--- src/dssm_pkg.sv ---
// ----------------------------------------------------------------------------
// Dive safety stop monitor package
// Shared types, register indexes and reset values for the monitor.
// ----------------------------------------------------------------------------
package dssm_pkg;

  // Field widths
  localparam int unsigned DEPTH_W  = 12;
  localparam int unsigned NST_W    = 10;
  localparam int unsigned STOP_W   = 10;
  localparam int unsigned HOUR_W   = 8;
  localparam int unsigned MIN_W    = 6;
  localparam int unsigned SEC_W    = 6;
  localparam int unsigned CFG_IDX_W  = 3;
  localparam int unsigned CFG_DATA_W = 12;

  // Item kinds
  localparam logic KIND_SAMPLE = 1'b0;
  localparam logic KIND_TICK   = 1'b1;

  // Configuration register indexes
  localparam logic [CFG_IDX_W-1:0] REG_STOP_DURATION      = 3'd0;
  localparam logic [CFG_IDX_W-1:0] REG_REQUIRE_DEPTH      = 3'd1;
  localparam logic [CFG_IDX_W-1:0] REG_STOP_DEEP_BOUND    = 3'd2;
  localparam logic [CFG_IDX_W-1:0] REG_STOP_SHALLOW_BOUND = 3'd3;
  localparam logic [CFG_IDX_W-1:0] REG_ASCENT_LIMIT       = 3'd4;
  localparam logic [CFG_IDX_W-1:0] REG_NO_STOP_LIMIT      = 3'd5;
  localparam logic [CFG_IDX_W-1:0] REG_START_DEPTH        = 3'd6;

  // Register reset values
  localparam logic [STOP_W-1:0]  RST_STOP_DURATION      = 10'd180;
  localparam logic [DEPTH_W-1:0] RST_REQUIRE_DEPTH      = 12'd300;
  localparam logic [DEPTH_W-1:0] RST_STOP_DEEP_BOUND    = 12'd200;
  localparam logic [DEPTH_W-1:0] RST_STOP_SHALLOW_BOUND = 12'd150;
  localparam logic [DEPTH_W-1:0] RST_ASCENT_LIMIT       = 12'd10;
  localparam logic [NST_W-1:0]   RST_NO_STOP_LIMIT      = 10'd90;
  localparam logic [DEPTH_W-1:0] RST_START_DEPTH        = 12'd40;

  // Clock limits
  localparam logic [SEC_W-1:0]  SEC_LAST  = 6'd59;
  localparam logic [MIN_W-1:0]  MIN_LAST  = 6'd59;
  localparam logic [HOUR_W-1:0] HOUR_MAX  = 8'd255;

  typedef struct packed {
    logic               kind;
    logic [DEPTH_W-1:0] depth;
    logic [NST_W-1:0]   no_stop_time;
    logic               wet;
  } item_t;

  typedef struct packed {
    logic [DEPTH_W-1:0] max_depth;
    logic               diving;
    logic               stop_active;
    logic [STOP_W-1:0]  stop_left;
    logic               ascent_alarm;
    logic               no_stop_alarm;
    logic               buzzer;
    logic               led;
    logic [HOUR_W-1:0]  clock_hours;
    logic [MIN_W-1:0]   clock_minutes;
    logic [SEC_W-1:0]   clock_seconds;
  } result_t;

  typedef struct packed {
    logic [STOP_W-1:0]  stop_duration;
    logic [DEPTH_W-1:0] require_depth;
    logic [DEPTH_W-1:0] stop_deep_bound;
    logic [DEPTH_W-1:0] stop_shallow_bound;
    logic [DEPTH_W-1:0] ascent_limit;
    logic [NST_W-1:0]   no_stop_limit;
    logic [DEPTH_W-1:0] start_depth;
  } cfg_t;

endpackage

--- src/dssm_cfg_regs.sv ---
// ----------------------------------------------------------------------------
// Dive safety stop monitor configuration registers
// Holds the seven thresholds, written one per transaction on the config port.
// ----------------------------------------------------------------------------
module dssm_cfg_regs (
  input  logic                           clk,
  input  logic                           rst,
  input  logic                           wr_en,
  input  logic [dssm_pkg::CFG_IDX_W-1:0]  wr_index,
  input  logic [dssm_pkg::CFG_DATA_W-1:0] wr_data,
  output dssm_pkg::cfg_t                 cfg
);
  import dssm_pkg::*;

  // Register file; writes to an unused index are dropped.
  always_ff @(posedge clk) begin
    if (rst) begin
      cfg.stop_duration      <= RST_STOP_DURATION;
      cfg.require_depth      <= RST_REQUIRE_DEPTH;
      cfg.stop_deep_bound    <= RST_STOP_DEEP_BOUND;
      cfg.stop_shallow_bound <= RST_STOP_SHALLOW_BOUND;
      cfg.ascent_limit       <= RST_ASCENT_LIMIT;
      cfg.no_stop_limit      <= RST_NO_STOP_LIMIT;
      cfg.start_depth        <= RST_START_DEPTH;
    end else if (wr_en) begin
      unique case (wr_index)
        REG_STOP_DURATION:      cfg.stop_duration      <= wr_data[STOP_W-1:0];
        REG_REQUIRE_DEPTH:      cfg.require_depth      <= wr_data[DEPTH_W-1:0];
        REG_STOP_DEEP_BOUND:    cfg.stop_deep_bound    <= wr_data[DEPTH_W-1:0];
        REG_STOP_SHALLOW_BOUND: cfg.stop_shallow_bound <= wr_data[DEPTH_W-1:0];
        REG_ASCENT_LIMIT:       cfg.ascent_limit       <= wr_data[DEPTH_W-1:0];
        REG_NO_STOP_LIMIT:      cfg.no_stop_limit      <= wr_data[NST_W-1:0];
        REG_START_DEPTH:        cfg.start_depth        <= wr_data[DEPTH_W-1:0];
        default: ;
      endcase
    end
  end

endmodule

--- src/dssm_tracker.sv ---
// ----------------------------------------------------------------------------
// Dive safety stop monitor tracker
// Dive state registers and the single-pass update for one sample or tick.
// ----------------------------------------------------------------------------
module dssm_tracker (
  input  logic              clk,
  input  logic              rst,
  input  logic              update,
  input  dssm_pkg::item_t   item,
  input  dssm_pkg::cfg_t    cfg,
  output dssm_pkg::result_t result
);
  import dssm_pkg::*;

  typedef struct packed {
    logic               was_wet;
    logic               dive_started;
    logic               stop_required;
    logic               stop_running;
    logic [STOP_W-1:0]  stop_remaining;
    logic [DEPTH_W-1:0] last_depth;
    logic [DEPTH_W-1:0] current_depth;
    logic [DEPTH_W-1:0] deepest;
    logic               rise_alarm;
    logic               nostop_alarm;
    logic [HOUR_W-1:0]  hour_count;
    logic [MIN_W-1:0]   minute_count;
    logic [SEC_W-1:0]   second_count;
  } dive_state_t;

  dive_state_t dive;
  dive_state_t dive_next;

  // Next state for the item in hand.
  always_comb begin
    logic [DEPTH_W-1:0] d;
    logic               in_band;
    d = item.depth;
    dive_next = dive;
    in_band = 1'b0;
    if (item.kind == KIND_SAMPLE) begin
      dive_next.current_depth = d;
      dive_next.last_depth    = d;
      if (dive.dive_started || d >= cfg.start_depth) begin
        // First qualifying sample starts the dive and clears the clock.
        if (!dive.dive_started) begin
          dive_next.dive_started = 1'b1;
          dive_next.hour_count   = '0;
          dive_next.minute_count = '0;
          dive_next.second_count = '0;
          dive_next.deepest      = d;
        end else if (d > dive.deepest) begin
          dive_next.deepest = d;
        end
        // Arm the stop when deep, start it on rising to the deep bound.
        dive_next.stop_required = dive.stop_required || (d > cfg.require_depth);
        if (dive_next.stop_required && d <= cfg.stop_deep_bound) begin
          dive_next.stop_required  = 1'b0;
          dive_next.stop_running   = 1'b1;
          dive_next.stop_remaining = cfg.stop_duration;
        end
        dive_next.rise_alarm = (dive.last_depth > d) &&
                               ((dive.last_depth - d) > cfg.ascent_limit);
        dive_next.nostop_alarm = (item.no_stop_time <= cfg.no_stop_limit);
      end
    end else begin
      // Wet edge clears the whole dive; a dry tick drops the wet flag.
      if (item.wet) begin
        if (!dive.was_wet) begin
          dive_next = '0;
          dive_next.was_wet = 1'b1;
        end
      end else begin
        dive_next.was_wet = 1'b0;
      end
      // Stop countdown, only while inside the stop band.
      if (dive_next.stop_running) begin
        in_band = (dive_next.current_depth <= cfg.stop_deep_bound) &&
                  (dive_next.current_depth >= cfg.stop_shallow_bound);
        if (in_band && dive_next.stop_remaining != '0) begin
          dive_next.stop_remaining = dive_next.stop_remaining - 1'b1;
        end
        if (dive_next.stop_remaining == '0) begin
          dive_next.stop_running = 1'b0;
        end
      end
      // Dive clock; hours saturate.
      if (dive_next.was_wet) begin
        if (dive_next.second_count >= SEC_LAST) begin
          dive_next.second_count = '0;
          if (dive_next.minute_count >= MIN_LAST) begin
            dive_next.minute_count = '0;
            if (dive_next.hour_count != HOUR_MAX) begin
              dive_next.hour_count = dive_next.hour_count + 1'b1;
            end
          end else begin
            dive_next.minute_count = dive_next.minute_count + 1'b1;
          end
        end else begin
          dive_next.second_count = dive_next.second_count + 1'b1;
        end
      end
    end
  end

  // State registers.
  always_ff @(posedge clk) begin
    if (rst) begin
      dive <= '0;
    end else if (update) begin
      dive <= dive_next;
    end
  end

  // Result is taken from the state after the update.
  always_comb begin
    result.max_depth     = dive_next.deepest;
    result.diving        = dive_next.dive_started;
    result.stop_active   = dive_next.stop_running;
    result.stop_left     = dive_next.stop_remaining;
    result.ascent_alarm  = dive_next.rise_alarm;
    result.no_stop_alarm = dive_next.nostop_alarm;
    result.buzzer        = dive_next.rise_alarm | dive_next.nostop_alarm;
    result.led           = dive_next.nostop_alarm;
    result.clock_hours   = dive_next.hour_count;
    result.clock_minutes = dive_next.minute_count;
    result.clock_seconds = dive_next.second_count;
  end

endmodule

--- src/dive_safety_stop_monitor_core.sv ---
// Each item passes through the input register and then the result register;
// it waits in the input register while the result register is stalled.
// Throughput: one item per cycle while out_ready is high; the input and result
// registers form a two-stage pipeline and the dive state updates in a single pass.
// Reset clears the pipeline and all dive state and loads the threshold
// registers with their default values.
// ----------------------------------------------------------------------------
// Dive safety stop monitor core
// Tracks a dive from depth samples and one-second ticks, raising alarms.
// ----------------------------------------------------------------------------
module dive_safety_stop_monitor_core (
  input  logic                            clk,
  input  logic                            rst,
  input  logic                            in_valid,
  output logic                            in_ready,
  input  dssm_pkg::item_t                 in_item,
  output logic                            out_valid,
  input  logic                            out_ready,
  output dssm_pkg::result_t               out_item,
  input  logic                            cfg_valid,
  output logic                            cfg_ready,
  input  logic [dssm_pkg::CFG_IDX_W-1:0]  cfg_index,
  input  logic [dssm_pkg::CFG_DATA_W-1:0] cfg_data
);
  import dssm_pkg::*;

  logic    hold_valid;
  item_t   hold_item;
  logic    advance;
  cfg_t    cfg;
  result_t result;

  // The held item moves on whenever the result register is free or draining.
  assign advance   = hold_valid && (!out_valid || out_ready);
  assign in_ready  = !hold_valid || advance;
  assign cfg_ready = 1'b1;

  dssm_cfg_regs u_cfg (
    .clk      (clk),
    .rst      (rst),
    .wr_en    (cfg_valid),
    .wr_index (cfg_index),
    .wr_data  (cfg_data),
    .cfg      (cfg)
  );

  dssm_tracker u_tracker (
    .clk    (clk),
    .rst    (rst),
    .update (advance),
    .item   (hold_item),
    .cfg    (cfg),
    .result (result)
  );

  // Input register.
  always_ff @(posedge clk) begin
    if (rst) begin
      hold_valid <= 1'b0;
    end else if (in_ready) begin
      hold_valid <= in_valid;
    end
  end

  always_ff @(posedge clk) begin
    if (in_valid && in_ready) begin
      hold_item <= in_item;
    end
  end

  // Result register.
  always_ff @(posedge clk) begin
    if (rst) begin
      out_valid <= 1'b0;
    end else if (advance) begin
      out_valid <= 1'b1;
    end else if (out_ready) begin
      out_valid <= 1'b0;
    end
  end

  always_ff @(posedge clk) begin
    if (advance) begin
      out_item <= result;
    end
  end

endmodule

--- config.mk ---
export PLATFORM = sky130hd
export DESIGN_NAME = dive_safety_stop_monitor_core
export DESIGN_NICKNAME = d
export VERILOG_FILES = /design/src/dssm_pkg.sv /design/src/dssm_cfg_regs.sv /design/src/dssm_tracker.sv /design/src/dive_safety_stop_monitor_core.sv
export SDC_FILE = /design/constraint.sdc
export NUM_CORES = 1
export LEC_CHECK = 0
export BUFFER_PORTS_ARGS = -buffer_cell sky130_fd_sc_hd__buf_2
export CAP_MARGIN = 20
export CORE_UTILIZATION = 40
export DETAILED_ROUTE_END_ITERATION = 16
export HOLD_SLACK_MARGIN = 0.1
export RECOVER_POWER = 50
export SLEW_MARGIN = 20
export SYNTH_ARGS = -nofsm -noshare
export SYNTH_HDL_FRONTEND = slang
export SYNTH_SLANG_ARGS = --single-unit
--- constraint.sdc ---
create_clock -name clk -period 4.41 [get_ports clk]
set_input_delay 0.2205 -clock clk [delete_from_list [all_inputs] [get_ports clk]]
set_output_delay 0.2205 -clock clk [all_outputs]
set_load 0.005 [all_outputs]
Word-level counts from Yosys, hierarchy flattened
Index checks and enable logic that the tools add are counted.
W data, S select, Z words.
{"block": "op_classes", "eq_ne": 9, "bitwise": 1, "n_mux": 25, "reduce_logical": 27, "magnitude_cmp": 11, "n_addsub": 5}
{"operator": "$mux W71", "count": 4}
{"operator": "$gt A12 B12 Y1", "count": 4}
{"operator": "$mux W20", "count": 2}
{"operator": "$mux W12", "count": 3}
{"operator": "$mux W34", "count": 1}
{"operator": "$mux W10", "count": 3}
{"operator": "$ge A12 B12 Y1", "count": 2}
{"operator": "$le A12 B12 Y1", "count": 2}
{"operator": "$mux W8", "count": 2}
{"operator": "$reduce_and A2 Y1", "count": 8}
{"operator": "$mux W14", "count": 1}
{"operator": "$mux W13", "count": 1}
{"operator": "$add A6 B1 Y6 const B", "count": 2}
{"operator": "$ge A6 B6 Y1 const B", "count": 2}
{"operator": "$mux W6", "count": 2}
{"operator": "$sub A12 B12 Y12", "count": 1}
{"operator": "$mux W11", "count": 1}
{"operator": "$le A10 B10 Y1", "count": 1}
{"operator": "$logic_not A10 Y1", "count": 1}
{"operator": "$reduce_bool A10 Y1", "count": 1}
{"operator": "$sub A10 B1 Y10 const B", "count": 1}
{"operator": "$eq A3 B3 Y1 const B", "count": 3}
{"operator": "$add A8 B1 Y8 const B", "count": 1}
{"operator": "$ne A8 B8 Y1 const B", "count": 1}
{"operator": "12 further kinds", "count": 28}
{"block": "word_totals", "output_inout_bits": 51, "reg_bits": 225}

Logic depth before layout (Yosys ltp)
Gate-level depths: netlist (run 1).
{"block": "depth", "word_depth": 14, "mapped_depth": 22, "ltp_nobuf": 22}

Modules after synthesis
From an unflattened synthesis (run 1), not the netlist that was laid out.
{"block": "unflattened", "hier_cells": 1382, "area_unflattened_um2": 12898.6}
{"mod": "dssm_tracker", "seq_area_each_um2": 1441.4, "cells_each": 1005, "area_per_inst_um2": 7459.7, "instances": 1}
{"mod": "dssm_cfg_regs", "seq_area_each_um2": 1601.5, "cells_each": 293, "area_per_inst_um2": 3161.8, "instances": 1}
{"mod": "dive_safety_stop_monitor_core", "seq_area_each_um2": 2202.1, "cells_each": 84, "area_per_inst_um2": 2277.2, "instances": 1}

Worst setup path after synthesis (run 1)
Ideal clock, no wire load.
{"block": "synth_timing", "path_kind": "flip-flop to flip-flop", "from": "register hold_item[12] (netlist bit)", "to": "register u_tracker.dive[21] (netlist bit)", "path_stages_with_launch": 20, "arrival_ps": 3945, "path_buffers": 0, "slack_ps": 371, "period_less_slack_ps": 4039, "setup_time_ps": 95, "required_ps": 4315, "path_cell_list": "edfxtp_1 inv_1 ha_1 nor2b_1 o21ai_0 nand2b_1 a21o_1 a21o_1 a21o_1 a41o_1 o41ai_1 xnor2_1 ha_1 nand4_1 or2_2 o221ai_1 nand4b_1 a211o_1 o211a_1 a211oi_1"}
{"block": "synth_via", "elab_chain_cells": 5, "elab_cells_between_ends": 8, "classes_between": "add/sub: 1; order compare: 3; mux: 2; reduce/logical: 2"}
{"element": "start: declaration", "line": "dive_safety_stop_monitor_core.sv:28", "text": "item_t hold_item;"}
{"element": "start signal: assignment", "line": "dive_safety_stop_monitor_core.sv:67", "text": "hold_item <= in_item;"}
{"element": "$sub A12 B12 Y12", "line": "dssm_tracker.sv:63", "text": "((dive.last_depth - d) > cfg.ascent_limit);"}
{"element": "$gt A12 B12 Y1", "line": "dssm_tracker.sv:63"}
{"element": "$logic_and A1 B1 Y1", "line": "dssm_tracker.sv:62", "text": "dive_next.rise_alarm = (dive.last_depth > d) &&"}
{"element": "$mux W34 (*)", "line": "dssm_tracker.sv:44", "text": "if (dive.dive_started || d >= cfg.start_depth) begin"}
{"element": "$mux W71 (*)", "line": "dssm_tracker.sv:41", "text": "if (item.kind == KIND_SAMPLE) begin"}
{"element": "end signal: assignment", "line": "dssm_tracker.sv:111", "text": "dive <= dive_next;"}
{"element": "end: declaration", "line": "dssm_tracker.sv:31", "text": "dive_state_t dive;"}
Mark *: on every way between the ends. The rest lies on a longest branch, timed or not.
A chain may end at the register's enable or synchronous reset.

==> results.txt, run 1 <==
----------------------------------------------------
[Worst setup path]
  Count of cell instances traversed by the critical path ... 21
  Maximum cell stage delay along the critical path ... 0.34 ns
  Worst reg-to-reg path cell count ... 21
  Series of cell instances along the critical path ... inv_1 > ha_1 > nor2b_1 > o21ai_1 > nand2b_1 > a21o_1 > a21o_1 > a21o_1 > a41o_1 > o41ai_2 > xnor2_1 > ha_1 > nand4_1 > or2_4 > nor2_2 > nor2_1 > nand4b_1 > a211o_1 > o211a_1 > inv_1 > or2_1
  Required time of the critical path ... 4.69 ns
  Crit path max-delay cell type ... sky130_fd_sc_hd__edfxtp_1
  Timing startpoint of the critical path ... hold_item[12]
  Maximum fanout count along the critical path ... 2
  Critical Path Source Type ... register
  Category of cells accounting for the largest share of critical-path delay ... compound AO/OA/AOI/OAI gates
  Critical R2R Capture ... out_item[21]
  Reg2reg start ... hold_item[12]
  Total buffers and inverters traversed by the critical path ... 2
  Critical path endpoint category ... register
  Most common cell type on the critical path ... sky130_fd_sc_hd__a21o_1
  Crit Path Category ... register to register
  Register-to-register path setup slack ... 0.30 ns
  Critical path endpoint ... out_item[21]
  CP Data Arrival Time ... 4.39 ns

[Timing]
  Final hold vios ... 0
  Final-layout setup total negative slack ... 0 ns
  Setup-failing EPs final ... 0
  Slew Viols, Final ... 186
  Rel. slew slack ... -132%
  Transition time at the pin with the least slew margin ... 3.48 ns
  Hold_ws ... 0.276 ns
  Maximum operating frequency ... 243 MHz
  Setup slack of the critical path after layout ... 0.298 ns
  Setup repair after global routing missed its margin ... no
  Min Tclk post-route ... 4.11 ns
  Final worst-path cycle share ... 93.2%
  Clk_skew ... 0.0160 ns

[Clock tree]
  Worst-Skew Late Latency ... 0.53 ns
  Number of clock sinks seen by CTS ... 225
  TritonCTS clock tree ... done
  Clock-pin slew on the worst setup and hold paths ... 0.06 ns
  H-tree levels ... 1
  Worst-case clock buffer depth ... 3
  TritonCTS buffer count ... 26
  CTS root buf ... sky130_fd_sc_hd__clkbuf_16

[Finish]
  Leading cell type in the layout, fill and taps excluded ... sky130_fd_sc_hd__nand2_1
  Final instance area ... 14400 um^2
  Commonest cells after routing, fill and taps aside ... 275 x sky130_fd_sc_hd__nand2_1, 154 x sky130_fd_sc_hd__dfxtp_1, 153 x sky130_fd_sc_hd__a21oi_1, 114 x sky130_fd_sc_hd__inv_1, 110 x sky130_fd_sc_hd__ha_1
  Area added between synthesis and finish ... 17.2%
  Antenna fix cells ... 0
  Share of the core filled with cells in the final layout ... 48.2%
  Count of nets after finishing ... 1728
  Final cell count without fillers ... 1983
  Layout filler cell count ... 2935
  Area used by multi-input combinational logic ... 6410 um^2
  Fraction of final layout cells with drive strength greater than 1 ... 9.29%
  Sequential cell area ... 5220 um^2

[Die]
  Core area ... 30000 um^2
  Count of boundary I/O pins ... 95
  Total Die Area ... 31500 um^2
  Number of cell rows ... 63
  Height of the chip ... 178 um
  Initial Utilization ... 41.1%
  Horiz. Die Dim ... 178 um

[Global routing]
  Antenna violations before repair ... 0
  Global-route wire length before repair ... 53000 um
  Number of global-route vias before repair ... 9767
  Maximum number of pins on one net before global-route repair ... 83
  Total overflow reported by the global router ... 0
  Overall fraction of global-route tracks in use ... 21.4%

[Pwr]
  Power per cell area ... 353 nW/um^2
  Overall power of the completed layout ... 5.09 mW
  Worst VDD drop ... 261 uV
  Leakage ... 5.84 nW

[Synthesis]
  Synth Area per Inst ... 8.47 um^2
  Top flip-flop cell by instance count after synthesis ... sky130_fd_sc_hd__dfxtp_1
  Post-Synthesis Net Count ... 1610
  Post-synth ARST share ... 0%
  Cell variety after synth ... 81
  Number of warnings reported in the yosys synthesis log ... 0
  Number of flops mapped to enable cells by yosys ... 71
  Post-synthesis sequential element count ... 225
  Cells after synthesis ... 1455
  Part of the Yosys area used for sequential elements ... 42.3%
  Post-Syn Area ... 12300 um^2

[Placement]
  Placement-stage cell area ... 13200 um^2
  Hpwl dp ... 23400 um
  Gp weighted congestion ... 0.891
  # placed instances ... 1893
  Port Buffers ... 93
  Worst Setup Slack post-DPL ... 0.192 ns

[Min path]
  Hold Crit Class ... input pin to register

[Detailed routing]
  Routed wire length per instance ... 17.0 um
  DRC viols ... 0
  Final WL ... 33700 um
  Avg Vias per Cell ... 5.36
  1st-pass router iterations ... 5
  Detailed Route Iter0 Violations ... 767
  Total via count after detailed routing ... 10600
  Count of antenna-violating nets left after detailed routing ... 0

[Job]
  Max-cap viol count ... 3

[Run status]
  Failing checks ... capacitance limit, slew limit
  Status ... complete, but fails checks

----------------------------------------------------
[cells in the mapped netlist, drive strengths merged (15+ instances only)]
master   instances  share of area, %
a21o            33               2.0
o21ai           51               2.1
nand4           29               1.5
nor3            20              0.85
a2bb2oi         15               1.1
a211o           15               1.1
ha             110                11
and2            24               1.2
a21oi          153               6.2
inv            115               3.5
nand2b          17              0.86
nand3           18              0.77
nand2          276               8.4
nor2b           17              0.86
buf             15              0.63
clkbuf          56               1.7
dfxtp          154                25
edfxtp          71                17
nor2           108               3.4
[where the power goes]
group / total (mW) / internal [mW] / switching (mW)
logic: 0.651 / 0.257 / 0.394
registers: 2.28 / 2.23 / 0.0580
clock network: 2.16 / 1.28 / 0.873
[kinds of logic (layout without fill, tap and decap cells)]
logic type / Yosys count / count (layout) / synth area share, %
DFF: 225 / 225 / 42.3
other: 1 / 1 / 0.0304
buffers and inverters: 186 / 324 / 5.85
AOI/OAI and AO/OA: 366 / 366 / 19.0
xor gates and xnor gates: 13 / 13 / 0.924
and+or+nand+nor: 549 / 549 / 20.2
adders and majority gates: 111 / 111 / 11.3
muxes: 4 / 4 / 0.325
[tightest hold or removal path, cell delays in order]
cell and delay, ns:
sky130_fd_sc_hd__buf_2 0.16, sky130_fd_sc_hd__nor3_1 0.08, sky130_fd_sc_hd__buf_4 0.18, sky130_fd_sc_hd__nand2_1 0.07
sky130_fd_sc_hd__a21oi_1 0.05
[cell type report]
class,instances,share of cell area (%)
multi-input cells,1044,44.4
inverters,115,3.00
clock inverters,9,0.312
clock buffers,39,5.70
repair buffers,161,7.05
well taps,390,3.38
flip-flops and latches,225,36.1
[worst min path at each step]
stage | from | end | slack, ns | cells past startpoint
2_1_floorplan | in_item[0] | hold_item[0] | 0.32 | 0
3_3_place_gp | in_item[22] | hold_item[22] | 0.40 | 1
3_5_place_dp | in_item[6] | hold_item[6] | 0.40 | 1
4_1_cts | cfg_index[1] | u_cfg.cfg[73] | 0.26 | 5
5_1_grt | cfg_index[1] | u_cfg.cfg[33] | 0.32 | 5
6_report | cfg_index[1] | u_cfg.cfg[73] | 0.28 | 5
[routing by layer]
| metal | vias up | routed length, um | track usage [%] |
|---|---|---|---|
| li1 | 5308 | - | - |
| met1 | 4983 | 15800 | 30.2 |
| met2 | 275 | 15200 | 34.4 |
| met3 | 59 | 1730 | 2.16 |
| met4 | 0 | 966 | 6.62 |
| met5 | - | 0 | 0 |
[state kept, by name (all words and copies together), names as in the netlist]
name and flops:
hold_item 24, hold_valid 1, out_item 47, out_valid 1
u_cfg.cfg 80, u_tracker.dive 72
[repair_timing]
item	CTS	global route
setup endpoints to repair	0	3
endpoints found under the hold margin	95	0
resized for setup	0	9
setup buffers	0	3
hold buffers	39	0
(Power assumes the default switching activity.)
==> run 2, diff against run 1 <==
==> constraint.sdc (replaced) <==
create_clock -name clk -period 4.64 [get_ports clk]
set_input_delay 0.232 -clock clk [delete_from_list [all_inputs] [get_ports clk]]
set_output_delay 0.232 -clock clk [all_outputs]
set_load 0.005 [all_outputs]
==> run 2 against run 1 <==
The flow still finishes with violations (capacitance limit, slew limit); total power is 6.3% lower; final cell count is 0.15% lower; sequential power is 5% lower; core utilization is 0.27 points lower; largest power group unchanged.
==> results.txt, run 2 (synthesis results as in run 1) <==
----------------------------------------------------
[Worst setup path]
  Crit Path Category ... register to register
  Critical path endpoint category ... register
  Maximum fanout count along the critical path ... 5
  Required time of the critical path ... 5.08 ns
  CP Data Arrival Time ... 4.69 ns
  Worst reg-to-reg path cell count ... 19
  Critical Path Source Type ... register
  Critical R2R Capture ... u_tracker.dive[21]
  Reg2reg start ... hold_item[11]
  Register-to-register path setup slack ... 0.40 ns

[Clock tree]
  H-tree levels ... 1
  Worst-case clock buffer depth ... 3
  TritonCTS buffer count ... 26
  Number of clock sinks seen by CTS ... 225
  CTS root buf ... sky130_fd_sc_hd__clkbuf_16
  TritonCTS clock tree ... done
  Worst-Skew Late Latency ... 0.55 ns
  Cts repair resizes ... 0
  Clock-pin slew on the worst setup and hold paths ... 0.06 ns

[Finish]
  Share of the core filled with cells in the final layout ... 47.9%
  Largest registers ... u_cfg.cfg (80), u_tracker.dive (72), out_item (47)
  Fraction of final layout cells with drive strength greater than 1 ... 8.55%
  Layout filler cell count ... 2962
  Final cell count without fillers ... 1980
  Largest register FFs ... 80
  Register ranked first by flip-flop count ... u_cfg.cfg
  Commonest cells after routing, fill and taps aside ... 275 x sky130_fd_sc_hd__nand2_1, 154 x sky130_fd_sc_hd__dfxtp_1, 153 x sky130_fd_sc_hd__a21oi_1, 114 x sky130_fd_sc_hd__inv_1, 110 x sky130_fd_sc_hd__ha_1
  Antenna fix cells ... 0
  Count of nets after finishing ... 1725
  Sequential cell area ... 5220 um^2
  Area used by multi-input combinational logic ... 6390 um^2
  Final instance area ... 14400 um^2
  Leading cell type in the layout, fill and taps excluded ... sky130_fd_sc_hd__nand2_1
  Area added between synthesis and finish ... 16.5%

[Min path]
  Hold Crit Class ... input pin to register
  Startpoint of the worst hold path ... rst
  Terminating pin of the worst hold path ... hold_valid
  Hold Path Depth ... 2

[Timing]
  Min Tclk post-route ... 4.24 ns
  Slew Viols, Final ... 83
  Setup slack of the critical path after layout ... 0.398 ns
  Maximum operating frequency ... 236 MHz
  Setup-failing EPs final ... 0
  Final worst-path cycle share ... 91.4%
  Transition time at the pin with the least slew margin ... 2.53 ns
  Clk_skew ... 0.0150 ns
  Rel. slew slack ... -68.9%
  Final-layout setup total negative slack ... 0 ns
  Hold_ws ... 0.132 ns
  Final hold vios ... 0

[Die]
  Core area ... 30000 um^2
  Number of cell rows ... 63
  Height of the chip ... 178 um
  Count of boundary I/O pins ... 95
  Horiz. Die Dim ... 178 um
  Total Die Area ... 31500 um^2
  Initial Utilization ... 41.1%

[Global routing]
  Global-route wire length before repair ... 53300 um
  Maximum number of pins on one net before global-route repair ... 103
  Total overflow reported by the global router ... 0
  Number of global-route vias before repair ... 9990
  Antenna violations before repair ... 0
  Overall fraction of global-route tracks in use ... 21.4%

[Detailed routing]
  Count of antenna-violating nets left after detailed routing ... 0
  1st-pass router iterations ... 5
  Total via count after detailed routing ... 10600
  Final WL ... 33600 um
  DRC viols ... 0
  Avg Vias per Cell ... 5.36
  Detailed Route Iter0 Violations ... 797
  Routed wire length per instance ... 17.0 um

[Pwr]
  Overall power of the completed layout ... 4.77 mW
  Leakage ... 5.78 nW
  Worst VDD drop ... 280 uV
  Power per cell area ... 332 nW/um^2

[Run status]
  Status ... complete, but fails checks
  Failing checks ... capacitance limit, slew limit

[Placement]
  Gp weighted congestion ... 0.876
  # placed instances ... 1892
  Hpwl dp ... 23600 um
  Worst Setup Slack post-DPL ... 0.376 ns
  Port Buffers ... 93
  Placement-stage cell area ... 13200 um^2

[Job]
  Max-cap viol count ... 2

----------------------------------------------------
-- run 2: power breakdown --
part / switching [mW] / internal (mW)
Sequential: 0.0582 / 2.12
Clock: 0.836 / 1.15
Combinational: 0.370 / 0.240
-- run 2: worst max-delay path by stage --
stage | start | slack, ns | cells after the start | end
final | hold_item[11] | 0.40 | 19 | u_tracker.dive[21]
after global routing | hold_item[11] | -0.006 | 19 | u_tracker.dive[21]
after CTS | hold_item[11] | 0.34 | 19 | u_tracker.dive[21]
after detailed placement | hold_item[11] | 0.38 | 19 | u_tracker.dive[21]
after global placement | hold_item[11] | 0.45 | 21 | out_item[21]
after floorplan | hold_item[12] | 0.60 | 19 | u_tracker.dive[21]
-- run 2: critical path, stage by stage, from the launching register on --
cell and delay (ns):
sky130_fd_sc_hd__edfxtp_1 0.44, sky130_fd_sc_hd__ha_1 0.26, sky130_fd_sc_hd__fa_1 0.41, sky130_fd_sc_hd__nor2b_1 0.11, sky130_fd_sc_hd__o21ai_0 0.10, sky130_fd_sc_hd__a21boi_1 0.19
sky130_fd_sc_hd__o21ai_0 0.13, sky130_fd_sc_hd__a21boi_1 0.17, sky130_fd_sc_hd__o21ai_0 0.14, sky130_fd_sc_hd__nand2_1 0.15, sky130_fd_sc_hd__a21oi_1 0.07, sky130_fd_sc_hd__nand4b_1 0.17
sky130_fd_sc_hd__ha_1 0.31, sky130_fd_sc_hd__nand4_1 0.12, sky130_fd_sc_hd__or2_2 0.32, sky130_fd_sc_hd__o221ai_1 0.21, sky130_fd_sc_hd__nand4b_1 0.15, sky130_fd_sc_hd__a211o_1 0.29
sky130_fd_sc_hd__o211a_1 0.16, sky130_fd_sc_hd__a211oi_1 0.24
-- run 2: final cells by class --
| cell class | count | area share, % |
|---|---|---|
| Clock buffer | 33 | 4.99 |
| Clock inverter | 15 | 0.837 |
| Inverter | 115 | 3.02 |
| Multi-Input combinational cell | 1044 | 44.5 |
| Sequential cell | 225 | 36.3 |
| Tap cell | 390 | 3.40 |
| Timing Repair Buffer | 158 | 6.91 |
-- run 2: routing by layer --
layer / vias to the layer above / GRT usage (%) / part of all wire [%]
met5: - / 0 / 0
met4: 0 / 6.77 / 2.6
met3: 57 / 2.55 / 4.2
met2: 245 / 34.7 / 45
met1: 4993 / 29.7 / 48
li1: 5309 / - / -
-- run 2: timing repair --
| item | 4_1_cts | 5_1_grt |
|---|---|---|
| setup buffers | 0 | 1 |
| endpoints found under the hold margin | 97 | 0 |
| hold buffers | 39 | 0 |
| endpoints found under the setup margin | 0 | 2 |
==> run 3, diff against run 2 <==
--- a/config.mk
+++ b/config.mk
@@ -7,9 +7,12 @@
 export LEC_CHECK = 0
 export BUFFER_PORTS_ARGS = -buffer_cell sky130_fd_sc_hd__buf_2
 export CAP_MARGIN = 20
+export CELL_PAD_IN_SITES_DETAIL_PLACEMENT = 1
+export CELL_PAD_IN_SITES_GLOBAL_PLACEMENT = 1
 export CORE_UTILIZATION = 40
 export DETAILED_ROUTE_END_ITERATION = 16
 export HOLD_SLACK_MARGIN = 0.1
+export PLACE_DENSITY_LB_ADDON = 0.1
 export RECOVER_POWER = 50
 export SLEW_MARGIN = 20
 export SYNTH_ARGS = -nofsm -noshare
==> run 3 against run 2 <==
Setup slack worse by 0.053 ns; core utilization is 0.092 points higher; non-clock buffer count is 4 higher; global-route usage is 2.5 points higher; highest routed layer unchanged; clock skew is 0.0061 ns lower; clock-buffer cell count is 3 higher; the flow still finishes with violations (capacitance limit, slew limit); critical path type unchanged; die area stayed put; sequential share of layout area is 0.069 points lower; cell area is 0.19% higher.
==> results.txt, run 3 (synthesis results as in run 1) <==
----------------------------------------------------
[Worst setup path]
  Required time of the critical path ... 5.08 ns
  Worst reg-to-reg path cell count ... 19
  CP Data Arrival Time ... 4.73 ns
  Critical path endpoint category ... register
  Count of cell instances traversed by the critical path ... 19
  Crit path max-delay cell type ... sky130_fd_sc_hd__edfxtp_1
  Category of cells accounting for the largest share of critical-path delay ... compound AO/OA/AOI/OAI gates
  Critical path endpoint ... u_tracker.dive[21]
  Maximum cell stage delay along the critical path ... 0.43 ns
  Register-to-register path setup slack ... 0.34 ns
  Series of cell instances along the critical path ... ha_1 > fa_1 > nor2b_1 > o21ai_0 > a21boi_1 > o21ai_0 > a21boi_1 > o21ai_0 > nand2_1 > a21oi_1 > nand4b_1 > ha_1 > nand4_1 > or2_2 > o221ai_1 > nand4b_1 > a211o_1 > o211a_1 > a211oi_1
  Maximum fanout count along the critical path ... 4
  Critical Path Source Type ... register
  Reg2reg start ... hold_item[11]
  Total buffers and inverters traversed by the critical path ... 0
  Most common cell type on the critical path ... sky130_fd_sc_hd__o21ai_0
  Timing startpoint of the critical path ... hold_item[11]
  Critical R2R Capture ... u_tracker.dive[21]
  Crit Path Category ... register to register

[Global routing]
  Overall fraction of global-route tracks in use ... 24.0%
  Antenna violations before repair ... 1
  Maximum number of pins on one net before global-route repair ... 89
  Total overflow reported by the global router ... 0
  Global-route wire length before repair ... 59100 um
  Number of global-route vias before repair ... 10800

[Die]
  Count of boundary I/O pins ... 95
  Horiz. Die Dim ... 178 um
  Height of the chip ... 178 um
  Total Die Area ... 31500 um^2
  Number of cell rows ... 63
  Initial Utilization ... 41.1%
  Core area ... 30000 um^2

[Finish]
  Fraction of final layout cells with drive strength greater than 1 ... 8.71%
  Largest register FFs ... 80
  Commonest cells after routing, fill and taps aside ... 275 x sky130_fd_sc_hd__nand2_1, 154 x sky130_fd_sc_hd__dfxtp_1, 153 x sky130_fd_sc_hd__a21oi_1, 114 x sky130_fd_sc_hd__inv_1, 110 x sky130_fd_sc_hd__ha_1
  Area added between synthesis and finish ... 16.7%
  Largest registers ... u_cfg.cfg (80), u_tracker.dive (72), out_item (47)
  Register ranked first by flip-flop count ... u_cfg.cfg
  Leading cell type in the layout, fill and taps excluded ... sky130_fd_sc_hd__nand2_1
  Count of nets after finishing ... 1730

[Run status]
  Status ... complete, but fails checks
  Failing checks ... capacitance limit, slew limit

[Timing]
  Clk_skew ... 0.00890 ns
  Final worst-path cycle share ... 92.6%
  Final-layout setup total negative slack ... 0 ns
  Setup-failing EPs final ... 0
  Setup slack of the critical path after layout ... 0.345 ns
  Setup repair after global routing missed its margin ... no
  Min Tclk post-route ... 4.30 ns
  Slew Viols, Final ... 114
  Final hold vios ... 0
  Maximum operating frequency ... 233 MHz
  Rel. slew slack ... -164%
  Transition time at the pin with the least slew margin ... 3.95 ns

[Detailed routing]
  Total via count after detailed routing ... 10700
  Avg Vias per Cell ... 5.38
  DRC viols ... 0
  Detailed Route Iter0 Violations ... 487
  Count of antenna-violating nets left after detailed routing ... 0
  1st-pass router iterations ... 6
  Routed wire length per instance ... 18.6 um
  Final WL ... 36900 um

[Placement]
  Port Buffers ... 93
  Hpwl dp ... 26100 um
  Worst Setup Slack post-DPL ... 0.306 ns
  Gp weighted congestion ... 0.833

[Clock tree]
  CTS root buf ... sky130_fd_sc_hd__clkbuf_16
  H-tree levels ... 1
  Worst-Skew Late Latency ... 0.53 ns
  TritonCTS buffer count ... 27
  TritonCTS clock tree ... done
  Worst-case clock buffer depth ... 3
  Number of clock sinks seen by CTS ... 225
  Clock-pin slew on the worst setup and hold paths ... 0.06 ns
  Cts repair resizes ... 0

[Pwr]
  Leakage ... 5.79 nW
  Worst VDD drop ... 286 uV
  Power per cell area ... 334 nW/um^2

[Min path]
  Hold Path Depth ... 2
  Hold Crit Class ... input pin to register

[Job]
  Max-cap viol count ... 2

----------------------------------------------------
-- run 3: worst min path at each step --
stage / start / end / slack, ns
2_1_floorplan: in_item[0] / hold_item[0] / 0.33
3_3_place_gp: in_item[7] / hold_item[7] / 0.41
3_5_place_dp: in_item[18] / hold_item[18] / 0.41
4_1_cts: cfg_index[1] / u_cfg.cfg[73] / 0.26
5_1_grt: rst / u_tracker.dive[17] / 0.31
6_report: rst / u_tracker.dive[17] / 0.26
-- run 3: worst reg2reg max path, cell delays in order (launching register included) --
cell	delay [ns]
sky130_fd_sc_hd__edfxtp_1	0.43
sky130_fd_sc_hd__ha_1	0.27
sky130_fd_sc_hd__fa_1	0.42
sky130_fd_sc_hd__nor2b_1	0.13
sky130_fd_sc_hd__o21ai_0	0.11
sky130_fd_sc_hd__a21boi_1	0.19
sky130_fd_sc_hd__o21ai_0	0.12
sky130_fd_sc_hd__a21boi_1	0.19
sky130_fd_sc_hd__o21ai_0	0.13
sky130_fd_sc_hd__nand2_1	0.14
sky130_fd_sc_hd__a21oi_1	0.08
sky130_fd_sc_hd__nand4b_1	0.18
sky130_fd_sc_hd__ha_1	0.31
sky130_fd_sc_hd__nand4_1	0.12
sky130_fd_sc_hd__or2_2	0.32
sky130_fd_sc_hd__o221ai_1	0.20
sky130_fd_sc_hd__nand4b_1	0.15
sky130_fd_sc_hd__a211o_1	0.30
sky130_fd_sc_hd__o211a_1	0.15
sky130_fd_sc_hd__a211oi_1	0.23
-- run 3: power by group --
group,switching [mW],internal (mW),leakage [nW],total (mW)
Clock,0.852,1.15,0.401,2.00
Sequential,0.0602,2.12,1.93,2.18
Combinational,0.380,0.243,3.46,0.623
Total,1.29,3.51,5.79,4.80
-- run 3: timing repair --
action,CTS,global route
setup buffers,0,2
hold buffers,39,0
endpoints found under the hold margin,91,0
endpoints found under the setup margin,0,2
-- run 3: cell type report --
| type | count | area [um^2] |
|---|---|---|
| Sequential cell | 225 | 5220 |
| Fill cell | 3617 | 15600 |
| Tap cell | 390 | 488 |
| Multi-Input combinational cell | 1044 | 6390 |
| Inverter | 115 | 433 |
| Clock buffer | 36 | 719 |
| Antenna cell | 1 | 2.50 |
| Clock inverter | 13 | 109 |
| Timing Repair Buffer | 162 | 1030 |
-- run 3: through the flow --
| step | utilization, % | std cells | hold slack [ns] | power (mW) | instance area, um^2 |
|---|---|---|---|---|---|
| 2_1_floorplan | - | 1455 | 0.331 | 2.59 | 12300 |
| 3_3_place_gp | 44.1 | 1895 | 0.409 | 2.80 | 13200 |
| 3_5_place_dp | 44.1 | 1895 | 0.410 | 2.82 | 13200 |
| 4_1_cts | 48.2 | 1983 | 0.265 | 4.85 | 14400 |
| 5_1_grt | 48.0 | 1986 | 0.306 | 5.01 | 14400 |
| 6_report | 48.0 | 1986 | 0.257 | 4.80 | 14400 |
-- run 3: metal layers --
metal,GRT usage (%),vias up,routed length (um)
li1,-,5297,-
met1,32.5,5215,17800
met5,0,-,0
met2,41.1,139,17500
met4,5.16,0,704
met3,2.36,42,867
